## config.mk

```make
export PLATFORM = sky130hd
export DESIGN_NAME = reader_writer_lock_table
export DESIGN_NICKNAME = d
export VERILOG_FILES = /design/src/rtl/rwlt_pkg.sv /design/src/rtl/reader_writer_lock_table.sv /design/src/rtl/rwlt_cell.sv
export SDC_FILE = /design/constraint.sdc
export NUM_CORES = 2
export LEC_CHECK = 0
export ABC_AREA = 0
export BUFFER_PORTS_ARGS = -buffer_cell sky130_fd_sc_hd__buf_2
export CAP_MARGIN = 40
export CORE_ASPECT_RATIO = 1.5
export CORE_MARGIN = 5
export CORE_UTILIZATION = 45
export DETAILED_ROUTE_END_ITERATION = 10
export PLACE_DENSITY = 0.68
export SLEW_MARGIN = 20
export SYNTH_ARGS = -nofsm -noshare
export SYNTH_HDL_FRONTEND = slang
export SYNTH_SLANG_ARGS = --single-unit
```

## constraint.sdc

```tcl
create_clock -name clock -period 27.5 [get_ports clock]
set_clock_uncertainty 0.15 [all_clocks]
set_input_delay 5.5 -clock clock [delete_from_list [all_inputs] [get_ports clock]]
set_output_delay 5.5 -clock clock [all_outputs]
set_load 0.02 [all_outputs]
```

## src/rtl/rwlt_pkg.sv

```systemverilog
// shared types, constants and codes of the reader/writer lock table
`default_nettype none
package rwlt_pkg;

   localparam int TABLE_ENTRIES = 16;
   localparam int MAX_READERS   = 4;
   localparam int BATCH_SLOTS   = 8;
   localparam int OWNER_BITS    = 8;

   localparam int SLOT_W = (BATCH_SLOTS > 1) ? $clog2(BATCH_SLOTS) : 1;
   localparam int CNT_W  = $clog2(BATCH_SLOTS + 1);

   typedef enum logic [1:0] {
      OP_STAGE   = 2'd0,
      OP_ACQUIRE = 2'd1,
      OP_RELEASE = 2'd2,
      OP_FREE    = 2'd3
   } opcode_type;

   typedef enum logic [2:0] {
      ST_OK        = 3'd0,
      ST_IN_USE    = 3'd1,
      ST_HAS_WRITE = 3'd2,
      ST_HAS_READ  = 3'd3,
      ST_NO_WRITE  = 3'd4,
      ST_NO_READ   = 3'd5,
      ST_FULL      = 3'd6
   } status_type;

   localparam int MODE_EXCL = 0;
   localparam int MODE_SHRD = 1;

   typedef enum logic [3:0] {
      CELL_NOP      = 4'd0,
      CELL_SET_WR   = 4'd1,
      CELL_ALLOC_WR = 4'd2,
      CELL_ADD_RD   = 4'd3,
      CELL_ALLOC_RD = 4'd4,
      CELL_CLR_WR   = 4'd5,
      CELL_CLR_RD   = 4'd6,
      CELL_FREE_OWN = 4'd7,
      CELL_SAVE     = 4'd8,
      CELL_RESTORE  = 4'd9
   } cell_op_type;

   typedef struct packed {
      logic [23:0] class_type;
      logic [31:0] object_id;
      logic [15:0] extra;
   } key_type;

   typedef struct packed {
      cell_op_type             op;
      key_type                 key;
      logic [OWNER_BITS-1:0]   own;
   } cmd_type;

   // per-entry view of the current request, muxed by the hit select
   typedef struct packed {
      status_type w_st;
      status_type r_st;
      logic       rd_full;
      logic       rd_has_own;
      logic       wr_vld;
   } info_type;

endpackage
`default_nettype wire

```

## src/rtl/reader_writer_lock_table.sv

```systemverilog
// top level: request sequencer, staged batch slots and the row of lock entry cells
//
//   channel | ports                          | direction
//   request | req_valid/req_ready + fields   | in
//   result  | rsp_valid/rsp_ready + fields   | out
//
// stage requests go straight to the result and free-owner requests take one free step;
// acquire and release walk the batch item by item (fetch, exclusive part, shared part),
// and a multi-item acquire runs a check pass, save, commit pass and optional rollback.
// each step is one match against all entries at once through the cell chain.
// reset clears every entry and the result valid flag; staged slots hold no reset value.
// a finished result waits in the output register; the next request is taken meanwhile.
`default_nettype none
module reader_writer_lock_table (
   input  wire         clock,
   input  wire         reset,
   input  wire         req_valid,
   output logic        req_ready,
   input  wire  [1:0]  req_opcode,
   input  wire  [2:0]  req_slot_index,
   input  wire  [7:0]  req_lock_class,
   input  wire  [15:0] req_type_id,
   input  wire  [31:0] req_object_id,
   input  wire  [15:0] req_extra_key,
   input  wire  [1:0]  req_lock_mode,
   input  wire  [7:0]  req_owner_id,
   input  wire  [3:0]  req_batch_count,
   output logic        rsp_valid,
   input  wire         rsp_ready,
   output logic [2:0]  rsp_status,
   output logic [2:0]  rsp_failed_slot
);
   import rwlt_pkg::*;

   typedef enum logic [7:0] {
      S_IDLE    = 8'b0000_0001,
      S_FETCH   = 8'b0000_0010,
      S_WPART   = 8'b0000_0100,
      S_RPART   = 8'b0000_1000,
      S_SAVE    = 8'b0001_0000,
      S_RESTORE = 8'b0010_0000,
      S_FREE    = 8'b0100_0000,
      S_DONE    = 8'b1000_0000
   } state_type;

   typedef enum logic [1:0] {
      PH_CHECK   = 2'd0,
      PH_COMMIT  = 2'd1,
      PH_RELEASE = 2'd2
   } phase_type;

   state_type state_ff, state_in;
   phase_type phase_ff, phase_in;
   logic [CNT_W-1:0] idx_ff, idx_in, n_ff, n_in;
   logic multi_ff, multi_in;
   logic [OWNER_BITS-1:0] own_ff, own_in;
   key_type cur_key_ff;
   logic [1:0] cur_mode_ff;
   status_type res_st_ff, res_st_in;
   logic [2:0] res_slot_ff, res_slot_in;
   logic rsp_valid_ff, rsp_valid_in;
   status_type rsp_status_ff;
   logic [2:0] rsp_slot_ff;

   key_type    stg_key [BATCH_SLOTS];
   logic [1:0] stg_mode [BATCH_SLOTS];

   cmd_type cmd;
   logic [TABLE_ENTRIES-1:0] cell_sel, first_hit, first_free;
   logic [TABLE_ENTRIES:0]   hit_chain, free_chain;
   info_type cell_info [TABLE_ENTRIES];
   info_type hit_info;
   logic hit_any, free_any, step_fail;
   status_type fail_code;
   logic accept;

   assign req_ready = (state_ff == S_IDLE);
   assign accept    = req_valid && req_ready;

   assign hit_chain[0]  = 1'b0;
   assign free_chain[0] = 1'b0;

   for (genvar g = 0; g < TABLE_ENTRIES; g++) begin : g_cell
      rwlt_cell u_cell (
         .clock           (clock),
         .reset           (reset),
         .cmd             (cmd),
         .sel             (cell_sel[g]),
         .hit_before_in   (hit_chain[g]),
         .free_before_in  (free_chain[g]),
         .hit_before_out  (hit_chain[g+1]),
         .free_before_out (free_chain[g+1]),
         .first_hit       (first_hit[g]),
         .first_free      (first_free[g]),
         .info            (cell_info[g])
      );
   end

   assign hit_any  = hit_chain[TABLE_ENTRIES];
   assign free_any = free_chain[TABLE_ENTRIES];

   always_comb begin
      hit_info = '0;
      for (int e = 0; e < TABLE_ENTRIES; e++) begin
         hit_info = hit_info | (cell_info[e] & {$bits(info_type){first_hit[e]}});
      end
   end

   // per-step decision: command to the cells, or failure of this item
   always_comb begin
      cmd.key   = cur_key_ff;
      cmd.own   = own_ff;
      cmd.op    = CELL_NOP;
      cell_sel  = '0;
      step_fail = 1'b0;
      fail_code = ST_OK;
      case (state_ff)
         S_WPART: begin
            if (cur_mode_ff[MODE_EXCL]) begin
               if (phase_ff == PH_RELEASE) begin
                  if (!hit_any || !hit_info.wr_vld) begin
                     step_fail = 1'b1;
                     fail_code = ST_NO_WRITE;
                  end else begin
                     cmd.op   = CELL_CLR_WR;
                     cell_sel = first_hit;
                  end
               end else if (hit_any && hit_info.w_st != ST_OK) begin
                  step_fail = 1'b1;
                  fail_code = hit_info.w_st;
               end else if (phase_ff == PH_COMMIT) begin
                  if (hit_any) begin
                     cmd.op   = CELL_SET_WR;
                     cell_sel = first_hit;
                  end else if (free_any) begin
                     cmd.op   = CELL_ALLOC_WR;
                     cell_sel = first_free;
                  end else begin
                     step_fail = 1'b1;
                     fail_code = ST_FULL;
                  end
               end
            end
         end
         S_RPART: begin
            if (cur_mode_ff[MODE_SHRD]) begin
               if (phase_ff == PH_RELEASE) begin
                  if (!hit_any || !hit_info.rd_has_own) begin
                     step_fail = 1'b1;
                     fail_code = ST_NO_READ;
                  end else begin
                     cmd.op   = CELL_CLR_RD;
                     cell_sel = first_hit;
                  end
               end else if (hit_any && hit_info.r_st != ST_OK) begin
                  step_fail = 1'b1;
                  fail_code = hit_info.r_st;
               end else if (phase_ff == PH_COMMIT) begin
                  if (hit_any) begin
                     if (hit_info.rd_full) begin
                        step_fail = 1'b1;
                        fail_code = ST_FULL;
                     end else begin
                        cmd.op   = CELL_ADD_RD;
                        cell_sel = first_hit;
                     end
                  end else if (free_any) begin
                     cmd.op   = CELL_ALLOC_RD;
                     cell_sel = first_free;
                  end else begin
                     step_fail = 1'b1;
                     fail_code = ST_FULL;
                  end
               end
            end
         end
         S_SAVE:    cmd.op = CELL_SAVE;
         S_RESTORE: cmd.op = CELL_RESTORE;
         S_FREE:    cmd.op = CELL_FREE_OWN;
         default: begin
         end
      endcase
   end

   always_comb begin
      state_in     = state_ff;
      phase_in     = phase_ff;
      idx_in       = idx_ff;
      n_in         = n_ff;
      multi_in     = multi_ff;
      own_in       = own_ff;
      res_st_in    = res_st_ff;
      res_slot_in  = res_slot_ff;
      rsp_valid_in = rsp_valid_ff && !rsp_ready;
      case (state_ff)
         S_IDLE: begin
            if (accept) begin
               own_in      = req_owner_id[OWNER_BITS-1:0];
               res_st_in   = ST_OK;
               res_slot_in = 3'd0;
               idx_in      = '0;
               if (req_batch_count > BATCH_SLOTS) begin
                  n_in = CNT_W'(BATCH_SLOTS);
               end else begin
                  n_in = CNT_W'(req_batch_count);
               end
               multi_in = (req_batch_count > 4'd1);
               case (opcode_type'(req_opcode))
                  OP_STAGE: state_in = S_DONE;
                  OP_FREE:  state_in = S_FREE;
                  OP_ACQUIRE: begin
                     phase_in = (req_batch_count == 4'd1) ? PH_COMMIT : PH_CHECK;
                     state_in = (req_batch_count == 4'd0) ? S_DONE : S_FETCH;
                  end
                  default: begin
                     phase_in = PH_RELEASE;
                     state_in = (req_batch_count == 4'd0) ? S_DONE : S_FETCH;
                  end
               endcase
            end
         end
         S_FETCH: state_in = S_WPART;
         S_WPART, S_RPART: begin
            if (step_fail) begin
               res_st_in   = fail_code;
               res_slot_in = 3'(idx_ff);
               state_in    = (phase_ff == PH_COMMIT && multi_ff) ? S_RESTORE : S_DONE;
            end else if (state_ff == S_WPART) begin
               state_in = S_RPART;
            end else if (idx_ff + 1'b1 == n_ff) begin
               state_in = (phase_ff == PH_CHECK) ? S_SAVE : S_DONE;
            end else begin
               idx_in   = idx_ff + 1'b1;
               state_in = S_FETCH;
            end
         end
         S_SAVE: begin
            phase_in = PH_COMMIT;
            idx_in   = '0;
            state_in = S_FETCH;
         end
         S_RESTORE: state_in = S_DONE;
         S_FREE:    state_in = S_DONE;
         S_DONE: begin
            if (!rsp_valid_ff || rsp_ready) begin
               rsp_valid_in = 1'b1;
               state_in     = S_IDLE;
            end
         end
         default: state_in = S_IDLE;
      endcase
   end

   always_ff @(posedge clock) begin
      if (accept && opcode_type'(req_opcode) == OP_STAGE && req_slot_index < BATCH_SLOTS) begin
         stg_key[req_slot_index[SLOT_W-1:0]]  <= {req_lock_class, req_type_id,
                                                  req_object_id, req_extra_key};
         stg_mode[req_slot_index[SLOT_W-1:0]] <= req_lock_mode;
      end
      if (state_ff == S_FETCH) begin
         cur_key_ff  <= stg_key[idx_ff[SLOT_W-1:0]];
         cur_mode_ff <= stg_mode[idx_ff[SLOT_W-1:0]];
      end
      if (state_ff == S_DONE && (!rsp_valid_ff || rsp_ready)) begin
         rsp_status_ff <= res_st_ff;
         rsp_slot_ff   <= (res_st_ff == ST_OK) ? 3'd0 : res_slot_ff;
      end
      phase_ff    <= phase_in;
      idx_ff      <= idx_in;
      n_ff        <= n_in;
      multi_ff    <= multi_in;
      own_ff      <= own_in;
      res_st_ff   <= res_st_in;
      res_slot_ff <= res_slot_in;
      if (reset) begin
         state_ff     <= S_IDLE;
         rsp_valid_ff <= 1'b0;
      end else begin
         state_ff     <= state_in;
         rsp_valid_ff <= rsp_valid_in;
      end
   end

   assign rsp_valid       = rsp_valid_ff;
   assign rsp_status      = rsp_status_ff;
   assign rsp_failed_slot = rsp_slot_ff;

endmodule
`default_nettype wire

```

## src/rtl/rwlt_cell.sv

```systemverilog
// one lock table entry with its writer, reader list and rollback copy
`default_nettype none
module rwlt_cell (
   input  wire                      clock,
   input  wire                      reset,
   input  wire rwlt_pkg::cmd_type   cmd,
   input  wire                      sel,
   input  wire                      hit_before_in,
   input  wire                      free_before_in,
   output logic                     hit_before_out,
   output logic                     free_before_out,
   output logic                     first_hit,
   output logic                     first_free,
   output rwlt_pkg::info_type       info
);
   import rwlt_pkg::*;

   logic                  valid_ff, valid_in;
   key_type               key_ff, key_in;
   logic                  wr_vld_ff, wr_vld_in;
   logic [OWNER_BITS-1:0] wr_own_ff, wr_own_in;
   logic [MAX_READERS-1:0] rd_vld_ff, rd_vld_in;
   logic [OWNER_BITS-1:0] rd_own_ff [MAX_READERS];
   logic [OWNER_BITS-1:0] rd_own_in [MAX_READERS];

   logic                   sv_valid_ff, sv_wr_vld_ff;
   logic [OWNER_BITS-1:0]  sv_wr_own_ff;
   logic [MAX_READERS-1:0] sv_rd_vld_ff;
   logic [OWNER_BITS-1:0]  sv_rd_own_ff [MAX_READERS];

   logic                   hit, wr_is_own, rd_has_own;
   logic [MAX_READERS-1:0] own_match, own_first, free_first;

   always_comb begin
      logic found_own, found_free;
      found_own  = 1'b0;
      found_free = 1'b0;
      for (int r = 0; r < MAX_READERS; r++) begin
         own_match[r]  = rd_vld_ff[r] && (rd_own_ff[r] == cmd.own);
         own_first[r]  = own_match[r] && !found_own;
         free_first[r] = !rd_vld_ff[r] && !found_free;
         found_own     = found_own || own_match[r];
         found_free    = found_free || !rd_vld_ff[r];
      end
   end

   assign hit        = valid_ff && (key_ff == cmd.key);
   assign wr_is_own  = wr_vld_ff && (wr_own_ff == cmd.own);
   assign rd_has_own = |own_match;

   // priority chain: only the first hit and the first free entry answer
   assign hit_before_out  = hit_before_in || hit;
   assign free_before_out = free_before_in || !valid_ff;
   assign first_hit       = hit && !hit_before_in;
   assign first_free      = !valid_ff && !free_before_in;

   always_comb begin
      if (($countones(rd_vld_ff) >= 2) || (($countones(rd_vld_ff) == 1) && !rd_has_own)) begin
         info.w_st = ST_IN_USE;
      end else if (wr_vld_ff) begin
         info.w_st = wr_is_own ? ST_HAS_WRITE : ST_IN_USE;
      end else begin
         info.w_st = ST_OK;
      end
      if (wr_vld_ff && !wr_is_own) begin
         info.r_st = ST_IN_USE;
      end else if (rd_has_own) begin
         info.r_st = ST_HAS_READ;
      end else begin
         info.r_st = ST_OK;
      end
      info.rd_full    = &rd_vld_ff;
      info.rd_has_own = rd_has_own;
      info.wr_vld     = wr_vld_ff;
   end

   always_comb begin
      valid_in  = valid_ff;
      key_in    = key_ff;
      wr_vld_in = wr_vld_ff;
      wr_own_in = wr_own_ff;
      rd_vld_in = rd_vld_ff;
      rd_own_in = rd_own_ff;
      case (cmd.op)
         CELL_SET_WR: begin
            if (sel) begin
               wr_vld_in = 1'b1;
               wr_own_in = cmd.own;
            end
         end
         CELL_ALLOC_WR: begin
            if (sel) begin
               valid_in  = 1'b1;
               key_in    = cmd.key;
               wr_vld_in = 1'b1;
               wr_own_in = cmd.own;
               rd_vld_in = '0;
            end
         end
         CELL_ADD_RD: begin
            if (sel) begin
               rd_vld_in = rd_vld_ff | free_first;
               for (int r = 0; r < MAX_READERS; r++) begin
                  if (free_first[r]) begin
                     rd_own_in[r] = cmd.own;
                  end
               end
            end
         end
         CELL_ALLOC_RD: begin
            if (sel) begin
               valid_in     = 1'b1;
               key_in       = cmd.key;
               wr_vld_in    = 1'b0;
               rd_vld_in    = '0;
               rd_vld_in[0] = 1'b1;
               rd_own_in[0] = cmd.own;
            end
         end
         CELL_CLR_WR: begin
            if (sel) begin
               wr_vld_in = 1'b0;
               valid_in  = |rd_vld_ff;
            end
         end
         CELL_CLR_RD: begin
            if (sel) begin
               rd_vld_in = rd_vld_ff & ~own_first;
               valid_in  = wr_vld_ff || (|(rd_vld_ff & ~own_first));
            end
         end
         CELL_FREE_OWN: begin
            if (valid_ff) begin
               wr_vld_in = wr_vld_ff && !wr_is_own;
               rd_vld_in = rd_vld_ff & ~own_match;
               valid_in  = (wr_vld_ff && !wr_is_own) || (|(rd_vld_ff & ~own_match));
            end
         end
         CELL_RESTORE: begin
            valid_in  = sv_valid_ff;
            wr_vld_in = sv_wr_vld_ff;
            wr_own_in = sv_wr_own_ff;
            rd_vld_in = sv_rd_vld_ff;
            rd_own_in = sv_rd_own_ff;
         end
         default: begin
         end
      endcase
   end

   always_ff @(posedge clock) begin
      key_ff    <= key_in;
      wr_own_ff <= wr_own_in;
      rd_own_ff <= rd_own_in;
      if (cmd.op == CELL_SAVE) begin
         sv_wr_own_ff <= wr_own_ff;
         sv_rd_own_ff <= rd_own_ff;
      end
      if (reset) begin
         valid_ff     <= 1'b0;
         wr_vld_ff    <= 1'b0;
         rd_vld_ff    <= '0;
         sv_valid_ff  <= 1'b0;
         sv_wr_vld_ff <= 1'b0;
         sv_rd_vld_ff <= '0;
      end else begin
         valid_ff  <= valid_in;
         wr_vld_ff <= wr_vld_in;
         rd_vld_ff <= rd_vld_in;
         if (cmd.op == CELL_SAVE) begin
            sv_valid_ff  <= valid_ff;
            sv_wr_vld_ff <= wr_vld_ff;
            sv_rd_vld_ff <= rd_vld_ff;
         end
      end
   end

endmodule
`default_nettype wire

```

* Yosys cells after proc, flatten, opt, wreduce, memory -nomap -nowiden *
Memories as Yosys holds them, arrays and structs flattened. A register that Yosys moved wholly into a read port is not among the register bits.
Cells that the tools add are included.

storage, ports and cells
  memories = 2
  register bits = 2664
  RAM bits = 592
  output and inout port bits = 8
  bits of input ports = 95
  logic and storage cells = 2264

cells by class
  equal/unequal tests = 350
  bitwise operators = 111
  add/sub/neg operators = 49
  reductions and logical operators = 882
  mux-type cells = 537
  magnitude comparators = 18

memory list
  memory    depth  bits a word  rd ports  clocked after Yosys merged registers in  wr ports  line                            RTL
  stg_key   8      72           1         1                                        1         reader_writer_lock_table.sv:65  key_type stg_key [BATCH_SLOTS];
  stg_mode  8      2            1         1                                        1         reader_writer_lock_table.sv:66  logic [1:0] stg_mode [BATCH_SLOTS];

operator list
  cell                                                                count
  equality test 72 bit                                                16
  case mux 24 bit (2 select lines)                                    16
  two-way mux 8 bit                                                   88
  equality test 8 bit                                                 80
  adder 32 bit                                                        16
  equality test 32 x 2 -> 1 bit, second input constant                16
  greater-or-equal comparator 32 x 3 -> 1 bit, second input constant  16
  two-way mux 32 bit                                                  16
  case mux 4 bit (6 select lines)                                     16
  case mux 8 bit (3 select lines)                                     16
  two-way mux 4 bit                                                   91
  case mux 8 bit (2 select lines)                                     17
  logical AND 1 bit                                                   261
  AND reduction 4 bit                                                 64
  OR reduction 4 bit                                                  64
  zero test 1 bit                                                     226
  != test 2 x 1 -> 1 bit, second input constant                       113
  two-way mux 16 bit                                                  14
  two-way mux 3 bit                                                   68
  != test 2 bit, second input constant                                102
  AND reduction 3 bit                                                 50
  logical OR 1 bit                                                    145
  bitwise AND 9 bit                                                   16
  bitwise OR 9 bit                                                    15
  45 further kinds                                                    405

* Longest topological paths before layout *
  depth in word-level cells = 34
  gate-level depth with buffers = 22
  depth with buffers taken out = 16

* Hierarchy *
From an unflattened synthesis, not the netlist that was laid out.

unflattened totals
  cell total of the unflattened synthesis = 10875
  area, all modules = 148725.1 um^2

by module, submodules not included
  module                              area an instance (um^2)  cells each  sequential area each (um^2)  times used
  rwlt_cell at g_cell[10].u_cell ...  7607.3                   605         4804.6                       8
  reader_writer_lock_table            27435.1                  1246        21110.2                      1
  rwlt_cell at g_cell[3].u_cell ...   7574.8                   597         4804.6                       2
  rwlt_cell at g_cell[7].u_cell ...   7537.2                   592         4804.6                       2
  rwlt_cell at g_cell[6].u_cell       7649.8                   613         4804.6                       1
  rwlt_cell at g_cell[9].u_cell       7591.0                   607         4804.6                       1
  rwlt_cell at g_cell[2].u_cell       7494.7                   590         4804.6                       1
  rwlt_cell at g_cell[0].u_cell       7472.2                   601         4804.6                       1

* Worst setup path before layout *
Ideal clock, no wire load.

  kind = register -> register
  start point = reg state_ff[2]
  end point = reg g_cell[0].u_cell.sv_rd_own_ff[0] in the netlist's numbering (enable)
  slack = 7.557 ns
  clock period less this slack = 19.943 ns
  cell stages (with the launch flop) = 8
  arrival time = 18.538 ns
  required time = 26.095 ns
  buffers on the path = 2
  library setup time = 1.255 ns
  path through = dfxtp_1 -> nor2_1 -> nand2_1 -> nor3_1 -> nand3b_1 -> clkbuf_1 -> inv_2 -> clkbuf_1

on the way
  cells in the longest elaborated chain, start to end = 3
  elaborated cells on any way between the ends = 7
  classes of those cells = eq/ne: 6; mux: 1

ends and longest elaborated chain
  item                                                  line                             RTL
  start: declaration                                    reader_writer_lock_table.sv:52   state_type state_ff, state_in;
  start signal: assignment                              reader_writer_lock_table.sv:279  state_ff <= state_in;
  equality test 8 x 7 -> 1 bit (tied with other cells)  reader_writer_lock_table.sv:117  case (state_ff)
  case mux 4 bit (5 select lines) *                     reader_writer_lock_table.sv:117
  equality test 4 bit *                                 rwlt_cell.sv:155                 if (cmd.op == CELL_SAVE) begin
  end signal: assignment                                rwlt_cell.sv:157                 sv_rd_own_ff <= rd_own_ff;
  end: declaration                                      rwlt_cell.sv:29                  logic [OWNER_BITS-1:0] sv_rd_own_ff [MAX_READERS];

Every way passes the cells marked *; elsewhere a longest branch is shown, timed or not.
A chain may end at the register's enable or synchronous reset.

* Final worst setup path *
  start point = reg own_ff[5]
  end point = reg g_cell[9].u_cell.rd_own_ff[14] in the netlist's numbering (enable)

on the way
  cells in the longest elaborated chain, start to end = 32
  elaborated cells on any way between the ends = 395
  classes of those cells = eq/ne: 84; mux: 96; bitwise: 31; reduce/logical: 184

ends and longest elaborated chain
  item                                                                        line                             RTL
  start: declaration                                                          reader_writer_lock_table.sv:56   logic [OWNER_BITS-1:0] own_ff, own_in;
  start signal: assignment                                                    reader_writer_lock_table.sv:272  own_ff <= own_in;
  equality test 8 bit                                                         rwlt_cell.sv:39                  own_match[r] = rd_vld_ff[r] && (rd_own_ff[r] == cmd.own);
  logical AND 1 bit                                                           rwlt_cell.sv:39
  OR reduction 4 bit                                                          rwlt_cell.sv:49                  assign rd_has_own = |own_match;
  zero test 1 bit                                                             rwlt_cell.sv:58                  if (($countones(rd_vld_ff) >= 2) || (($countones(rd_vld_ff) == 1) && !rd_has_own)) begin
  logical AND 1 bit                                                           rwlt_cell.sv:58
  logical OR 1 bit                                                            rwlt_cell.sv:58
  two-way mux 3 bit                                                           rwlt_cell.sv:58
  bitwise AND 9 bit                                                           reader_writer_lock_table.sv:105  hit_info = hit_info | (cell_info[e] & {$bits(info_type){first_hit[e]}});
  [... 16 more ...]                                                           --
  logical AND 1 bit                                                           reader_writer_lock_table.sv:128  end else if (hit_any && hit_info.w_st != ST_OK) begin
  two-way mux 2 bit                                                           reader_writer_lock_table.sv:128
  two-way mux 4 bit                                                           reader_writer_lock_table.sv:120  if (phase_ff == PH_RELEASE) begin
  two-way mux 4 bit                                                           reader_writer_lock_table.sv:119  if (cur_mode_ff[MODE_EXCL]) begin
  case mux 4 bit (5 select lines)                                             reader_writer_lock_table.sv:117
  equality test 4 x 2 -> 1 bit / equality test 4 bit (equally long branches)  rwlt_cell.sv:84                  case (cmd.op)
  != test 2 x 1 -> 1 bit (no line) (tied with other cells)                    --
  AND reduction 3 bit (no line) *                                             --
  end signal: assignment                                                      rwlt_cell.sv:154                 rd_own_ff <= rd_own_in;
  end: declaration                                                            rwlt_cell.sv:23                  logic [OWNER_BITS-1:0] rd_own_ff [MAX_READERS];

Marks and branches as above.

==> run metrics <==
status=complete, no violations; # hold bufs at CTS=0; gr ovfl total=0; Tmin final=8.673 ns; Post CTS Setup Buffer Count=0; MaxCap Viol Count=0; largest net degree at the start of global routing=152; number of global-route vias before repair=93,830; final hold vios=0; Max Freq=115.3 MHz; CTS tree=yes; GRT Total Usage=between 20 and 30%; PD cells=between 60 and 70 mW/mm^2; initial antenna violation count=26; Worst slew margin=25.21%; Post-synth EDFFs=3,129; row count=256; chip width=~480 um; via count=93,150; register bit total from synthesis=3,330; peak supply drop=0.00006421 V; GPL Wtd Cong=1.010; I/O Pins=103; most frequent cells in the layout=edfxtp_1, xnor2_1, xor2_1; Seq/Total Area, Yosys=approximately 67%; Clock Pin Slew Worst Setup and Hold Paths=0.06 ns; r2r worst-path depth=17; crit path kind=reg2reg; DR WL/cell=31.48 um; RSZ-0062 raised after global routing=no; Worst Setup Start Kind=register; top_reg_cell synth=edfxtp_1; Tcrit/Tclk final=31.54%; Core ar.=0.3245 mm^2; Cell variety after synth=111; total CTS buffers=323; Filler cells=26,790; die area=0.3376 mm^2; Sink Count=3,330; share of cells above drive strength 1=12.89%; slew of the pin with the lowest slew margin=roughly 1.1 ns; Post-layout nets=between 10,000 and 15,000; CP required=27.87 ns; Chip Height=709.1 um; Async S/R FF share, synth=0%; Setup Total Neg Slack=0 ns; Syn Nets=about 10,000; clk buf depth=4; Post-Syn Area per Cell=14.37 um^2; first-pass GRT wire length=673,700 um; Static Leak=approximately 0.056 uW; Port Buf Inserts=102; final setup fails=0; Area growth syn-to-layout=12.29%; First-pass DRT Iterations=6; Resize count post-CTS=0; CP max FO=31; Clock Tree Root=clkbuf_16; post-synthesis cell area=0.1466 mm^2; initial drt markers=roughly 9,700; most common cell after layout, fill and taps aside=edfxtp_1; CTS H-Tree Depth=5; drt via density=around 6.2; min-delay worst type=reg2reg; Min-Delay Path Depth=2; Worst Setup End Kind=register; antenna viol nets, final=0; # DRC=0; Total Wirelength=473,600 um; Initial Util=45.19%; Post-Route Utilization=50.75%; total power=around 11,000 uW; Slew Viols, Final=0; warnings from Yosys=0; DP HPWL=313,500 um; worst skew pair latency=0.91 ns; CP arrival=9.04 ns; cells after synthesis=10,200
## worst max-delay path, cell delays in order, from the launching register on
cell	delay, ns
edfxtp_1	0.33
buf_4	0.60
buf_4	0.67
buf_4	0.66
xor2_1	0.14
nor4_1	0.49
nand2_1	0.20
o2111ai_1	0.63
nor2_1	0.11
or4_1	0.50
a31oi_1	0.21
o221ai_1	0.41
or4_4	0.74
a21oi_4	0.30
or2_1	0.60
a31oi_2	0.43
nand3b_1	0.32
o21ai_1	0.64
## synth_stat cells (42+ instances only)
cell / n / area [um^2]
xnor2_1: 788 / 6902
buf_1: 49 / 183.9
dfxtp_1: 201 / 4024
a21o_1: 660 / 4955
edfxtp_1: 3129 / 93960
mux2_2: 78 / 878.3
a21oi_1: 296 / 1481
a211oi_1: 42 / 315.3
xor2_1: 693 / 6070
nor2_1: 248 / 930.9
nand4_1: 415 / 2596
nor2b_1: 71 / 444.2
nor4_1: 283 / 1770
buf_2: 156 / 780.8
o2111ai_1: 77 / 674.4
nand2b_1: 445 / 2784
clkbuf_1: 276 / 1036
buf_4: 65 / 488.0
mux4_2: 148 / 3333
ha_1: 116 / 1451
nand3_1: 163 / 815.8
nand2_1: 537 / 2016
o21ai_0: 155 / 775.7
inv_1: 210 / 788.3
nor3_1: 119 / 595.6
## metal layers
layer	track usage (%)	vias up	part of all wire, %
li1	-	39200	-
met1	32.53	47650	35
met2	46.42	4907	49
met3	4.617	1370	7.8
met4	17.32	20	7.7
met5	0	-	0.025
## stage by stage
stage,cell area [um^2],hold slack [ns],setup slack [ns],instances
detailed placement,154300,0.2966,18.72,14440
global placement,153000,0.2916,18.37,14360
floorplan,146600,0.2774,7.557,10200
CTS,164500,0.3056,18.92,15020
finish,164700,0.3080,18.83,15040
global route,164600,0.3137,18.63,15030
## final cells by class
class                           count  area (um^2)  area share, %
Sequential cell                  3330        97980          59.51
Clock inverter                    183         1654          1.005
Multi-Input combinational cell   6095        45580          27.68
Tap cell                         4257         5326          3.235
Timing Repair Buffer              551         4755          2.887
Antenna cell                       15        37.54        0.02280
Clock buffer                      393         8502          5.163
Inverter                          217        822.0         0.4992
## path summary, 6_finish.rpt
check / start / to / slack [ns]
setup / recovery: own_ff[5] / g_cell[9].u_cell.rd_own_ff[14] / 18.83
hold / removal: g_cell[9].u_cell.sv_rd_vld_ff[0] / g_cell[9].u_cell.sv_rd_vld_ff[0] / 0.31
setup reg to reg: own_ff[5] / g_cell[9].u_cell.rd_own_ff[14] / 18.83
hold reg to reg: g_cell[9].u_cell.sv_rd_vld_ff[0] / g_cell[9].u_cell.sv_rd_vld_ff[0] / 0.31
## sequential cells by signal (all words and copies together), names as in the netlist, 8 cells and up
register / count
g_cell.u_cell.key_ff: 1152
stg_key: 576
g_cell.u_cell.rd_own_ff: 512
g_cell.u_cell.sv_rd_own_ff: 512
g_cell.u_cell.sv_wr_own_ff: 128
g_cell.u_cell.wr_own_ff: 128
cmd: 72
g_cell.u_cell.rd_vld_ff: 64
g_cell.u_cell.sv_rd_vld_ff: 64
g_cell.u_cell.sv_valid_ff: 16
g_cell.u_cell.sv_wr_vld_ff: 16
g_cell.u_cell.valid_ff: 16
g_cell.u_cell.wr_vld_ff: 16
stg_mode: 16
own_ff: 8
state_ff: 8
## where the power goes
group	switching, uW	internal [uW]	leakage, uW	total, uW
sequential	16.8	5560	0.0298	5580
clock	1960	2410	0.00493	4370
combinational	530	337	0.0210	868
total	2500	8310	0.0557	10800
## cells by family (layout without fill, tap and decap cells)
| group | after synthesis | after routing | synth area share [%] |
|---|---|---|---|
| flops | 3330 | 3330 | 66.82 |
| simple gates | 2557 | 2557 | 9.552 |
| compound gates | 1686 | 1686 | 8.269 |
| xor+xnor | 1481 | 1481 | 8.846 |
| buf+inv | 776 | 1344 | 2.344 |
| mux | 239 | 239 | 2.961 |
| fa+ha+maj | 132 | 132 | 1.208 |
| other cells | 0 | 15 | 0 |
No activity file was read; power rests on OpenSTA's default activity.
